[src/hdl/fwip_pkg.sv]
// Types and constants of the fixed-width integer field parser.
`default_nettype none

package fwip_pkg;

    // Parse phase codes.
    localparam logic [1:0] PH_LEAD    = 2'd0;
    localparam logic [1:0] PH_DIGITS  = 2'd1;
    localparam logic [1:0] PH_SWALLOW = 2'd2;

    // Configuration register indexes.
    localparam logic [1:0] CFG_FIELD_WIDTH   = 2'd0;
    localparam logic [1:0] CFG_NUMBER_BASE   = 2'd1;
    localparam logic [1:0] CFG_BLANK_AS_ZERO = 2'd2;

    // Configuration reset values.
    localparam logic [5:0] FIELD_WIDTH_RESET   = 6'd8;
    localparam logic [3:0] NUMBER_BASE_RESET   = 4'd10;
    localparam logic       BLANK_AS_ZERO_RESET = 1'b0;

    // Character codes.
    localparam logic [7:0] CH_LF    = 8'd10;
    localparam logic [7:0] CH_CR    = 8'd13;
    localparam logic [7:0] CH_SPACE = 8'h20;
    localparam logic [7:0] CH_PLUS  = 8'h2B;
    localparam logic [7:0] CH_COMMA = 8'h2C;
    localparam logic [7:0] CH_MINUS = 8'h2D;
    localparam logic [7:0] CH_ZERO  = 8'h30;
    localparam logic [7:0] CH_NINE  = 8'h39;

    typedef struct packed {
        logic [5:0] field_width;
        logic [3:0] number_base;
        logic       blank_as_zero;
    } fwip_cfg_t;

    typedef struct packed {
        logic [1:0]  parse_phase;
        logic [5:0]  width_left;
        logic        negative;
        logic [63:0] accumulator;
        logic        bad_seen;
    } fwip_state_t;

    localparam fwip_state_t STATE_RESET = '{
        parse_phase: PH_LEAD,
        width_left:  6'd0,
        negative:    1'b0,
        accumulator: 64'd0,
        bad_seen:    1'b0
    };

endpackage

`default_nettype wire

[src/hdl/fwip_char_if.sv]
// Channel interfaces: input characters and finished field results.
`default_nettype none

interface fwip_char_if;
    logic       valid;
    logic       ready;
    logic [7:0] char_in;

    modport source (output valid, output char_in, input ready);
    modport sink (input valid, input char_in, output ready);
endinterface

interface fwip_field_if;
    logic               valid;
    logic               ready;
    logic signed [63:0] field_value;
    logic               field_status;

    modport source (output valid, output field_value, output field_status, input ready);
    modport sink (input valid, input field_value, input field_status, output ready);
endinterface

`default_nettype wire

[src/hdl/fwip_step.sv]
// Next-state logic of the parser for one character.
`default_nettype none

module fwip_step
    import fwip_pkg::*;
(
    input  wire fwip_state_t cur,
    input  wire fwip_cfg_t   cfg,
    input  wire [7:0]        char_in,
    output fwip_state_t      nxt,
    output logic             emit,
    output logic [63:0]      value,
    output logic             status
);

    logic        is_digit;
    logic [3:0]  digit_val;
    logic [63:0] acc_scaled;
    logic [5:0]  width_eff;
    logic        last_unit;
    logic [1:0]  ph_v;
    logic [5:0]  wl_v;
    logic        neg_v;
    logic [63:0] acc_v;
    logic        bad_v;

    // Character class and the shared multiply by the base.
    assign is_digit   = (char_in inside {[CH_ZERO:CH_NINE]});
    assign digit_val  = 4'(char_in - CH_ZERO);
    assign acc_scaled = cur.accumulator * {60'd0, cfg.number_base};

    // The width is loaded on the first character that uses it.
    always_comb
    begin
        if (cur.width_left == 6'd0)
        begin
            width_eff = (cfg.field_width == 6'd0) ? 6'd1 : cfg.field_width;
        end
        else
        begin
            width_eff = cur.width_left;
        end
    end

    assign last_unit = (width_eff <= 6'd1);

    // Phase decode for the current character.
    always_comb
    begin
        ph_v  = cur.parse_phase;
        wl_v  = cur.width_left;
        neg_v = cur.negative;
        acc_v = cur.accumulator;
        bad_v = cur.bad_seen;
        emit  = 1'b0;
        case (cur.parse_phase)
            PH_SWALLOW:
            begin
                emit = last_unit;
                wl_v = width_eff - 6'd1;
            end
            PH_DIGITS:
            begin
                if (is_digit || char_in == CH_SPACE)
                begin
                    if (is_digit)
                    begin
                        acc_v = acc_scaled + {60'd0, digit_val};
                    end
                    else if (cfg.blank_as_zero)
                    begin
                        acc_v = acc_scaled;
                    end
                    emit = last_unit;
                    wl_v = width_eff - 6'd1;
                end
                else if (char_in == CH_LF || char_in == CH_COMMA)
                begin
                    emit = 1'b1;
                end
                else
                begin
                    bad_v = 1'b1;
                    emit  = last_unit;
                    wl_v  = width_eff - 6'd1;
                    ph_v  = PH_SWALLOW;
                end
            end
            default:
            begin
                if (char_in == CH_LF || char_in == CH_CR)
                begin
                    // Line breaks before the field starts are dropped.
                    wl_v = cur.width_left;
                end
                else if (char_in == CH_SPACE)
                begin
                    emit = last_unit;
                    wl_v = width_eff - 6'd1;
                end
                else if (char_in == CH_COMMA)
                begin
                    emit = 1'b1;
                end
                else if (char_in == CH_MINUS || char_in == CH_PLUS || is_digit)
                begin
                    if (char_in == CH_MINUS)
                    begin
                        neg_v = 1'b1;
                    end
                    if (is_digit)
                    begin
                        acc_v = {60'd0, digit_val};
                    end
                    emit = last_unit;
                    wl_v = width_eff - 6'd1;
                    ph_v = PH_DIGITS;
                end
                else
                begin
                    bad_v = 1'b1;
                    emit  = last_unit;
                    wl_v  = width_eff - 6'd1;
                    ph_v  = PH_SWALLOW;
                end
            end
        endcase
    end

    // Result value and the state that follows.
    assign value  = neg_v ? (64'd0 - acc_v) : acc_v;
    assign status = bad_v;

    always_comb
    begin
        if (emit)
        begin
            nxt = STATE_RESET;
        end
        else
        begin
            nxt.parse_phase = ph_v;
            nxt.width_left  = wl_v;
            nxt.negative    = neg_v;
            nxt.accumulator = acc_v;
            nxt.bad_seen    = bad_v;
        end
    end

endmodule

`default_nettype wire

[src/hdl/fixed_width_integer_field_parser_core.sv]
// A transferred character is held in the input register and parsed into the parse state when
// the step fires; a field result it completes is offered from the result register.
// Throughput: one character per cycle while no result stalls; one 64-bit multiply-add each.
// The output register lets a new character enter while a result still waits to be taken.
// Reset: asynchronous, active low; clears the parse state and restores the
// configuration to width 8, base 10 and blanks skipped.
`default_nettype none

module fixed_width_integer_field_parser_core
    import fwip_pkg::*;
(
    input  wire          clk,
    input  wire          rst_n,
    fwip_char_if.sink    char_chan,
    fwip_field_if.source field_chan,
    input  wire          cfg_we,
    input  wire [1:0]    cfg_index,
    input  wire [5:0]    cfg_data
);

    fwip_cfg_t   cfg_reg;
    fwip_state_t state_reg;
    fwip_state_t state_next;
    logic        char_valid_reg;
    logic [7:0]  char_reg;
    logic        out_valid_reg;
    logic [63:0] out_value_reg;
    logic        out_status_reg;
    logic        step_fire;
    logic        step_emit;
    logic [63:0] step_value;
    logic        step_status;

    // Configuration registers.
    always_ff @(posedge clk or negedge rst_n)
    begin
        if (!rst_n)
        begin
            cfg_reg.field_width   <= FIELD_WIDTH_RESET;
            cfg_reg.number_base   <= NUMBER_BASE_RESET;
            cfg_reg.blank_as_zero <= BLANK_AS_ZERO_RESET;
        end
        else if (cfg_we)
        begin
            case (cfg_index)
                CFG_FIELD_WIDTH:   cfg_reg.field_width   <= cfg_data;
                CFG_NUMBER_BASE:   cfg_reg.number_base   <= cfg_data[3:0];
                CFG_BLANK_AS_ZERO: cfg_reg.blank_as_zero <= cfg_data[0];
                default:           cfg_reg               <= cfg_reg;
            endcase
        end
    end

    // The parse step runs when a character is held and the result slot is free or draining.
    assign step_fire       = char_valid_reg && (!out_valid_reg || field_chan.ready);
    assign char_chan.ready = !char_valid_reg || step_fire;

    // Input register.
    always_ff @(posedge clk or negedge rst_n)
    begin
        if (!rst_n)
        begin
            char_valid_reg <= 1'b0;
        end
        else if (char_chan.ready)
        begin
            char_valid_reg <= char_chan.valid;
        end
    end

    always_ff @(posedge clk)
    begin
        if (char_chan.valid && char_chan.ready)
        begin
            char_reg <= char_chan.char_in;
        end
    end

    fwip_step u_step (
        .cur     (state_reg),
        .cfg     (cfg_reg),
        .char_in (char_reg),
        .nxt     (state_next),
        .emit    (step_emit),
        .value   (step_value),
        .status  (step_status)
    );

    // Parse state.
    always_ff @(posedge clk or negedge rst_n)
    begin
        if (!rst_n)
        begin
            state_reg <= STATE_RESET;
        end
        else if (step_fire)
        begin
            state_reg <= state_next;
        end
    end

    // Result register.
    always_ff @(posedge clk or negedge rst_n)
    begin
        if (!rst_n)
        begin
            out_valid_reg <= 1'b0;
        end
        else if (step_fire && step_emit)
        begin
            out_valid_reg <= 1'b1;
        end
        else if (field_chan.ready)
        begin
            out_valid_reg <= 1'b0;
        end
    end

    always_ff @(posedge clk)
    begin
        if (step_fire && step_emit)
        begin
            out_value_reg  <= step_value;
            out_status_reg <= step_status;
        end
    end

    assign field_chan.valid        = out_valid_reg;
    assign field_chan.field_value  = out_value_reg;
    assign field_chan.field_status = out_status_reg;

endmodule

`default_nettype wire

[src/flat_wrapper.sv]
// flat-port wrapper written by rule: the top's interface ports become plain ports
module fixed_width_integer_field_parser_core_flat import fwip_pkg::*;
  (clk, rst_n, cfg_we, cfg_index, cfg_data, char_chan_valid, char_chan_char_in, char_chan_ready, field_chan_valid, field_chan_field_value, field_chan_field_status, field_chan_ready);
  fwip_char_if char_chan_i ();
  fwip_field_if field_chan_i ();
  input  wire clk;
  input  wire rst_n;
  input  wire cfg_we;
  input  wire [1:0] cfg_index;
  input  wire [5:0] cfg_data;
  input wire logic [$bits(char_chan_i.valid)-1:0] char_chan_valid;
  input wire logic [$bits(char_chan_i.char_in)-1:0] char_chan_char_in;
  output wire logic [$bits(char_chan_i.ready)-1:0] char_chan_ready;
  output wire logic [$bits(field_chan_i.valid)-1:0] field_chan_valid;
  output wire logic [$bits(field_chan_i.field_value)-1:0] field_chan_field_value;
  output wire logic [$bits(field_chan_i.field_status)-1:0] field_chan_field_status;
  input wire logic [$bits(field_chan_i.ready)-1:0] field_chan_ready;
  assign char_chan_i.valid = char_chan_valid;
  assign char_chan_i.char_in = char_chan_char_in;
  assign char_chan_ready = char_chan_i.ready;
  assign field_chan_valid = field_chan_i.valid;
  assign field_chan_field_value = field_chan_i.field_value;
  assign field_chan_field_status = field_chan_i.field_status;
  assign field_chan_i.ready = field_chan_ready;
  fixed_width_integer_field_parser_core u_core (.clk(clk), .rst_n(rst_n), .char_chan(char_chan_i), .field_chan(field_chan_i), .cfg_we(cfg_we), .cfg_index(cfg_index), .cfg_data(cfg_data));
endmodule
[config.mk]
export PLATFORM = sky130hd
export DESIGN_NAME = fixed_width_integer_field_parser_core_flat
export DESIGN_NICKNAME = d
export VERILOG_FILES = /design/src/hdl/fwip_pkg.sv /design/src/hdl/fwip_char_if.sv /design/src/hdl/fwip_step.sv /design/src/hdl/fixed_width_integer_field_parser_core.sv /design/src/flat_wrapper.sv
export SDC_FILE = /design/constraint.sdc
export NUM_CORES = 1
export LEC_CHECK = 0
export BUFFER_PORTS_ARGS = -buffer_cell sky130_fd_sc_hd__buf_2
export CAP_MARGIN = 20
export CORE_MARGIN = 2
export CORE_UTILIZATION = 50
export DETAILED_ROUTE_END_ITERATION = 10
export PLACE_DENSITY = 0.75
export SETUP_SLACK_MARGIN = 0.2
export SYNTH_ARGS = -nofsm -noshare
export SYNTH_HDL_FRONTEND = slang
export SYNTH_HIERARCHICAL = 1
export SYNTH_SLANG_ARGS = --single-unit
[constraint.sdc]
create_clock -name clk -period 19.1 [get_ports clk]
set_input_delay 0 -clock clk [delete_from_list [all_inputs] [get_ports clk]]
set_output_delay 0 -clock clk [all_outputs]
set_load 0.01 [all_outputs]
Yosys cells after proc, flatten, opt, wreduce, memory -nomap -nowiden
Index checks and enable logic that the tools add are counted.
{ "totals": {"reg_bits": 160, "inputBits": 21, "wordCells": 110, "output_inout_bits": 67} }
{ "classes": {"eq_ne": 19, "n_mux": 47, "n_reduce_logical": 23, "addsub": 4, "mul": 1, "order_cmp": 3} }
{ "op_table": {"columns": ["operator", "n"], "rows": [
  ["$mux 64", 9],
  ["$pmux 64 s2", 1],
  ["$mux 74", 1],
  ["$add 64x4->64", 1],
  ["$mul 64x4->64", 1],
  ["$sub 1x64->64 const A", 1],
  ["$mux 6", 7],
  ["$eq 8x6->1 const B", 4],
  ["$mux 1", 19],
  ["$eq 8x4->1 const B", 2],
  ["$logic_not 6->1", 2],
  ["$mux 2", 6],
  ["$pmux 6 s2", 1],
  ["$ne 3x1->1 const B", 3],
  ["$ge 8x6->1 const B", 1],
  ["$le 8x6->1 const B", 1],
  ["$logic_or 1x1->1", 7],
  ["$reduce_and 7->1", 1],
  ["$le 6x1->1 const B", 1],
  ["$ne 3x2->1 const B", 2],
  ["$reduce_and 2->1", 3],
  ["$sub 6x1->6 const B", 1],
  ["$ne 5x2->1 const B", 1],
  ["$eq 2x1->1 const B", 2],
  ["13 further kinds", 19]
]} }

Depth between registers and ports, before layout
{ "logic_depth": {"word_depth": 10, "mapped_depth": 27, "mapped_depth_nobuf": 22} }

By module
The synthesis kept the hierarchy.
{ "by_module_without_submodules": {"columns": ["module", "instances", "area_per_inst_um2", "seq_area_each_um2", "cells_per_inst"], "rows": [
  ["fwip_step", 1, 16057.9, 0.0, 2386],
  ["fixed_width_integer_field_parser_core", 1, 5788.1, 4372.9, 265]
]} }

Least setup slack after synthesis
Ideal clock, no wire load.
{ "synth_path": {"path_kind": "register to register", "startpoint": "register u_core/cfg_reg[2] (netlist name)", "endpoint": "register u_core/state_reg[64] (netlist name)", "arrival_time_ns": 6.780, "path_stages_with_launch": 25, "setup_slack_ns": 12.196, "path_buffers": 3, "t_required_ns": 18.975, "period_less_slack_ns": 6.904, "setup_time_ns": 0.125, "path_cell_list": "dfstp_2 -> clkbuf_1 -> clkbuf_1 -> nand2_1 -> fa_1 -> inv_1 -> fa_1 -> fa_1 -> a211oi_2 -> nor2_1 -> a21oi_1 -> o221ai_1 -> o41ai_1 -> xor2_1 -> nand4bb_2 -> or4_1 -> buf_2 -> or4b_4 -> or4_4 -> xor2_1 -> a21oi_1 -> o21a_1 -> a21oi_2 -> nor2_1 -> mux2_2"} }
{ "synth_lines": {"columns": ["item", "line_no", "rtl"], "rows": [
  ["start, declared", "fixed_width_integer_field_parser_core.sv:21", "fwip_cfg_t cfg_reg;"],
  ["start signal, assigned", "fixed_width_integer_field_parser_core.sv:49", "default: cfg_reg <= cfg_reg;"],
  ["end signal, assigned", "fixed_width_integer_field_parser_core.sv:98", "state_reg <= state_next;"],
  ["end, declared", "fixed_width_integer_field_parser_core.sv:22", "fwip_state_t state_reg;"]
]} }

Worst setup path after layout
{ "layout_path": {"startpoint": "register u_core/cfg_reg[4] (netlist name)", "endpoint": "register u_core.out_value_reg[48], in the netlist u_core/field_chan.field_value[48], data pin"} }
{ "layout_between": {"elab_chain_cells": 7, "word_cells_on_any_way": 8, "cone_classes": "add/sub (2); mul (1); mux (5)"} }
{ "layout_rtl": {"columns": ["item", "line_no", "rtl"], "rows": [
  ["$mul 64x4->64 (*)", "fwip_step.sv:30", "assign acc_scaled = cur.accumulator * {60'd0, cfg.number_base};"],
  ["$add 64x4->64 or $mux 64 (tied branches)", "fwip_step.sv:68, fwip_step.sv:70", null],
  ["$mux 64 (*)", "fwip_step.sv:66", "if (is_digit)"],
  ["$mux 64 (*)", "fwip_step.sv:64", "if (is_digit || char_in == CH_SPACE)"],
  ["$pmux 64 s2 (*)", "fwip_step.sv:56", "case (cur.parse_phase)"],
  ["$sub 1x64->64", "fwip_step.sv:131", "assign value = neg_v ? (64'd0 - acc_v) : acc_v;"],
  ["$mux 64 (*)", "fwip_step.sv:131", null],
  ["named net u_core.step_value[48]", "fixed_width_integer_field_parser_core.sv:31", "logic [63:0] step_value;"],
  ["end signal, assigned", "fixed_width_integer_field_parser_core.sv:123", "out_value_reg <= step_value;"],
  ["end, declared", "fixed_width_integer_field_parser_core.sv:27", "logic [63:0] out_value_reg;"]
]} }
Mark *: on every way through the listed nets, which the timed path passes. The rest lies on a longest branch.
A chain may end at the register's enable or synchronous reset.

==> results.sh <==
export IMPL_outcome="finished, final reports clean"
export IMPL_synthFlopType="dfrtp_1"
export IMPL_final_setup_tns_ps=0
export IMPL_worstPathArrival_ps=9160
export IMPL_cp_end_kind="register"
export IMPL_crit_path_start_kind="register"
export IMPL_synth_most_common_cell="nand2_1"
export IMPL_synth_async_reset_ratio_pct=54.4
export IMPL_final_max_slew_viol_count=0
export IMPL_max_cap_violations=0
export IMPL_start_util_pct=50.7
export IMPL_hp_start="cfg_index[1]"
export IMPL_clock_sink_count=160
export IMPL_path_class="reg -> reg"
export IMPL_largest_reg_flops=74
export IMPL_fin_util_pct=54.3
export IMPL_synth_avg_cell_area_um2=8.24
export IMPL_vias=21000
export IMPL_place_area_mm2=0.0225
export IMPL_synth_edf_count=73
export IMPL_cp_required_ps=19330
export IMPL_wl_um=78200
export IMPL_leakagePower_uw=0.0101
export IMPL_ctsHtreeMaxLevel=4
export IMPL_final_nets=2876
export IMPL_ys_ff_latch=160
export IMPL_core_mm2=0.0431
export IMPL_insertion_delay_ps=510
export IMPL_cts_buffer_depth=2
export IMPL_dr_first_iter_drc_count=2508
export IMPL_powerDensity_mw_per_mm2=65.7
export IMPL_hpwl_um=58300
export IMPL_drive_gt1_share_pct=12.6
export IMPL_rows=76
export IMPL_p_total_uw=1540
export IMPL_max_slew_margin_pct=21.6
export IMPL_grt_setup_unrepaired="no"
export IMPL_syn_num_nets=2867
export IMPL_cts_root_buffer="clkbuf_16"
export IMPL_multi_input_area_mm2=0.0158
export IMPL_gr_total_overflow=0
export IMPL_grt_usage_pct=34.8
export IMPL_yosysTopAreaCell="fa_1"
export IMPL_clk_pin_slew_ps=70
export IMPL_tightest_slew_ps=1180
export IMPL_antenna_found_initial=3
export IMPL_holdWs_ps=62.3
export IMPL_synthCells=2651
export IMPL_fill_cells=3954
export IMPL_grt_pass1_wl_um=119000
export IMPL_grt_pass1_vias=20000
export IMPL_post_route_period_util_pct=46.7
export IMPL_post_cts_buffers=0
export IMPL_place_congestion=1.05
export IMPL_hold_class="in -> reg"
export IMPL_postLayoutCellArea_mm2=0.0234
export IMPL_grt_max_degree=75
export IMPL_drt_vias_per_instance=6.44
export IMPL_seqCellArea_mm2=0.00437
export IMPL_fin_skew_ps=22.7
export IMPL_wl_per_cell_um=24.0
export IMPL_period_needed_ps=8920
export IMPL_syn_area_mm2=0.0218
export IMPL_area_growth_pct=7.00
export IMPL_io_pins=88
export IMPL_hold_violations=0
export IMPL_cts_buffers=17
export IMPL_yosysSeqAreaShare_pct=20.0
export IMPL_r2r_start="u_core/cfg_reg[4]$_DFFE_PN1P_"
export IMPL_setup_viol=0
export IMPL_synthTopCellsByCount="276 x nand2_1, 244 x inv_1, 198 x and2_1, 187 x a21oi_1, 186 x nor2_1"
export IMPL_drc=0
export IMPL_dr_pass1_iters=7
export IMPL_ys_warn_count=6
export IMPL_synth_area_top_cells="fa_1 11%, edfxtp_1 10%, dfrtp_1 9.6%"
export IMPL_critPathLaunch="u_core/cfg_reg[4]$_DFFE_PN1P_"
export IMPL_synth_top_area_share_pct=11.2
export IMPL_synth_distinct_cells=124
export IMPL_dieWidth_um=213
export IMPL_cts_tree="yes"
export IMPL_io_buffers=87
export IMPL_die_area_mm2=0.0454
export IMPL_ant_nets=0
export IMPL_die_h_um=213
export IMPL_cp_max_fo=62
export IMPL_maxClockFrequency_ghz=0.112
export IMPL_ir_drop_uv=142
==> layout by cell type (no fill, tap or decap), types with 18 or more instances in the layout <==
cell / instances
dfrtp_1: 83
nand4_1: 54
a21oi_1: 186
mux2_4: 60
nand2_1: 276
nand3_1: 61
and2_1: 198
xor2_1: 55
inv_1: 244
o21ai_1: 22
o21ai_0: 111
a31oi_1: 22
ha_1: 73
mux2_2: 31
fa_1: 122
buf_4: 30
nor2b_1: 27
a22oi_1: 18
a21o_1: 29
o31ai_1: 23
or3_1: 22
nor2_1: 185
xnor2_1: 81
o211ai_1: 31
and3_1: 24
buf_2: 86
edfxtp_1: 73
dlygate4sd3_1: 25
nor3_1: 48
==> worst max-delay path, cell delays in order, from the launching register on <==
cell and delay, ps:
dfstp_2 510, buf_4 530, nand2_1 170, fa_1 570
inv_1 50, fa_1 530, fa_1 570, ha_1 390
o21ai_0 170, a21oi_1 280, nand4_1 210, nor3_1 800
nand3_1 430, nor3_1 420, xor2_1 130, o21ai_0 660
nor4b_2 470, nand3_1 210, nor2_1 710, nand3_2 350
o31ai_1 360, xnor2_1 90
==> where the power goes <==
part | switching (uW) | internal, uW
Clock | 178 | 199
Combinational | 492 | 209
Sequential | 39.2 | 418
Total | 709 | 827
==> routing by layer <==
metal	vias to the layer above	GRT usage [%]	wire [um]
met5	-	0.334	10
met4	2	16.5	3820
met3	224	7.07	7210
met2	1150	52.2	33800
met1	10300	47.8	33400
li1	9365	-	-
==> area by class of cell <==
type / instances / area share (%)
clock buffer: 18 / 1.84
sequential: 160 / 18.7
inverter: 245 / 3.93
tap: 585 / 3.13
antenna: 2 / 0.0214
clock inverter: 14 / 0.781
multi-input combinational: 2094 / 67.6
timing repair buffer: 142 / 3.96
==> kinds of logic (layout without fill, tap and decap cells) <==
group / Yosys count / after routing / share of synthesized area [%]
buf+inv: 397 / 419 / 7.84
compound gates: 651 / 651 / 20.4
xor+xnor: 137 / 137 / 5.58
fa+ha+maj: 195 / 195 / 15.4
simple gates: 1006 / 1006 / 24.4
flops: 160 / 160 / 20.0
other cells: 0 / 2 / 0
mux: 105 / 105 / 6.39
==> what timing repair did <==
item                                    4_1_cts  5_1_grt
endpoints found under the hold margin        51        0
hold buffers                                 26        0
endpoints found under the setup margin        0        0
resized for setup                             0        0
==> metrics by stage <==
step	cells	worst slack (ps)
floorplan	2651	12200
global placement	3200	10320
detailed placement	3200	10440
CTS	3258	10410
global route	3258	9860
finish	3260	10180
==> worst paths after layout <==
check | end | slack, ps | cells after the start
max | u_core/field_chan.field_value[48]$_DFFE_PP_ | 10180 | 21
min in group asynchronous | u_core/state_reg[62]$_DFFE_PN0P_ | 560 | 4
min | u_core/cfg_reg[1]$_DFFE_PN0P_ | 60 | 3
min reg2reg | u_core/cfg_reg[5]$_DFFE_PN0P_ | 510 | 1
max reg2reg | u_core/field_chan.field_value[48]$_DFFE_PP_ | 10180 | 21
max in group asynchronous | u_core/state_reg[20]$_DFFE_PN0P_ | 17650 | 4
Note: power is estimated with default switching activity, not from simulation.
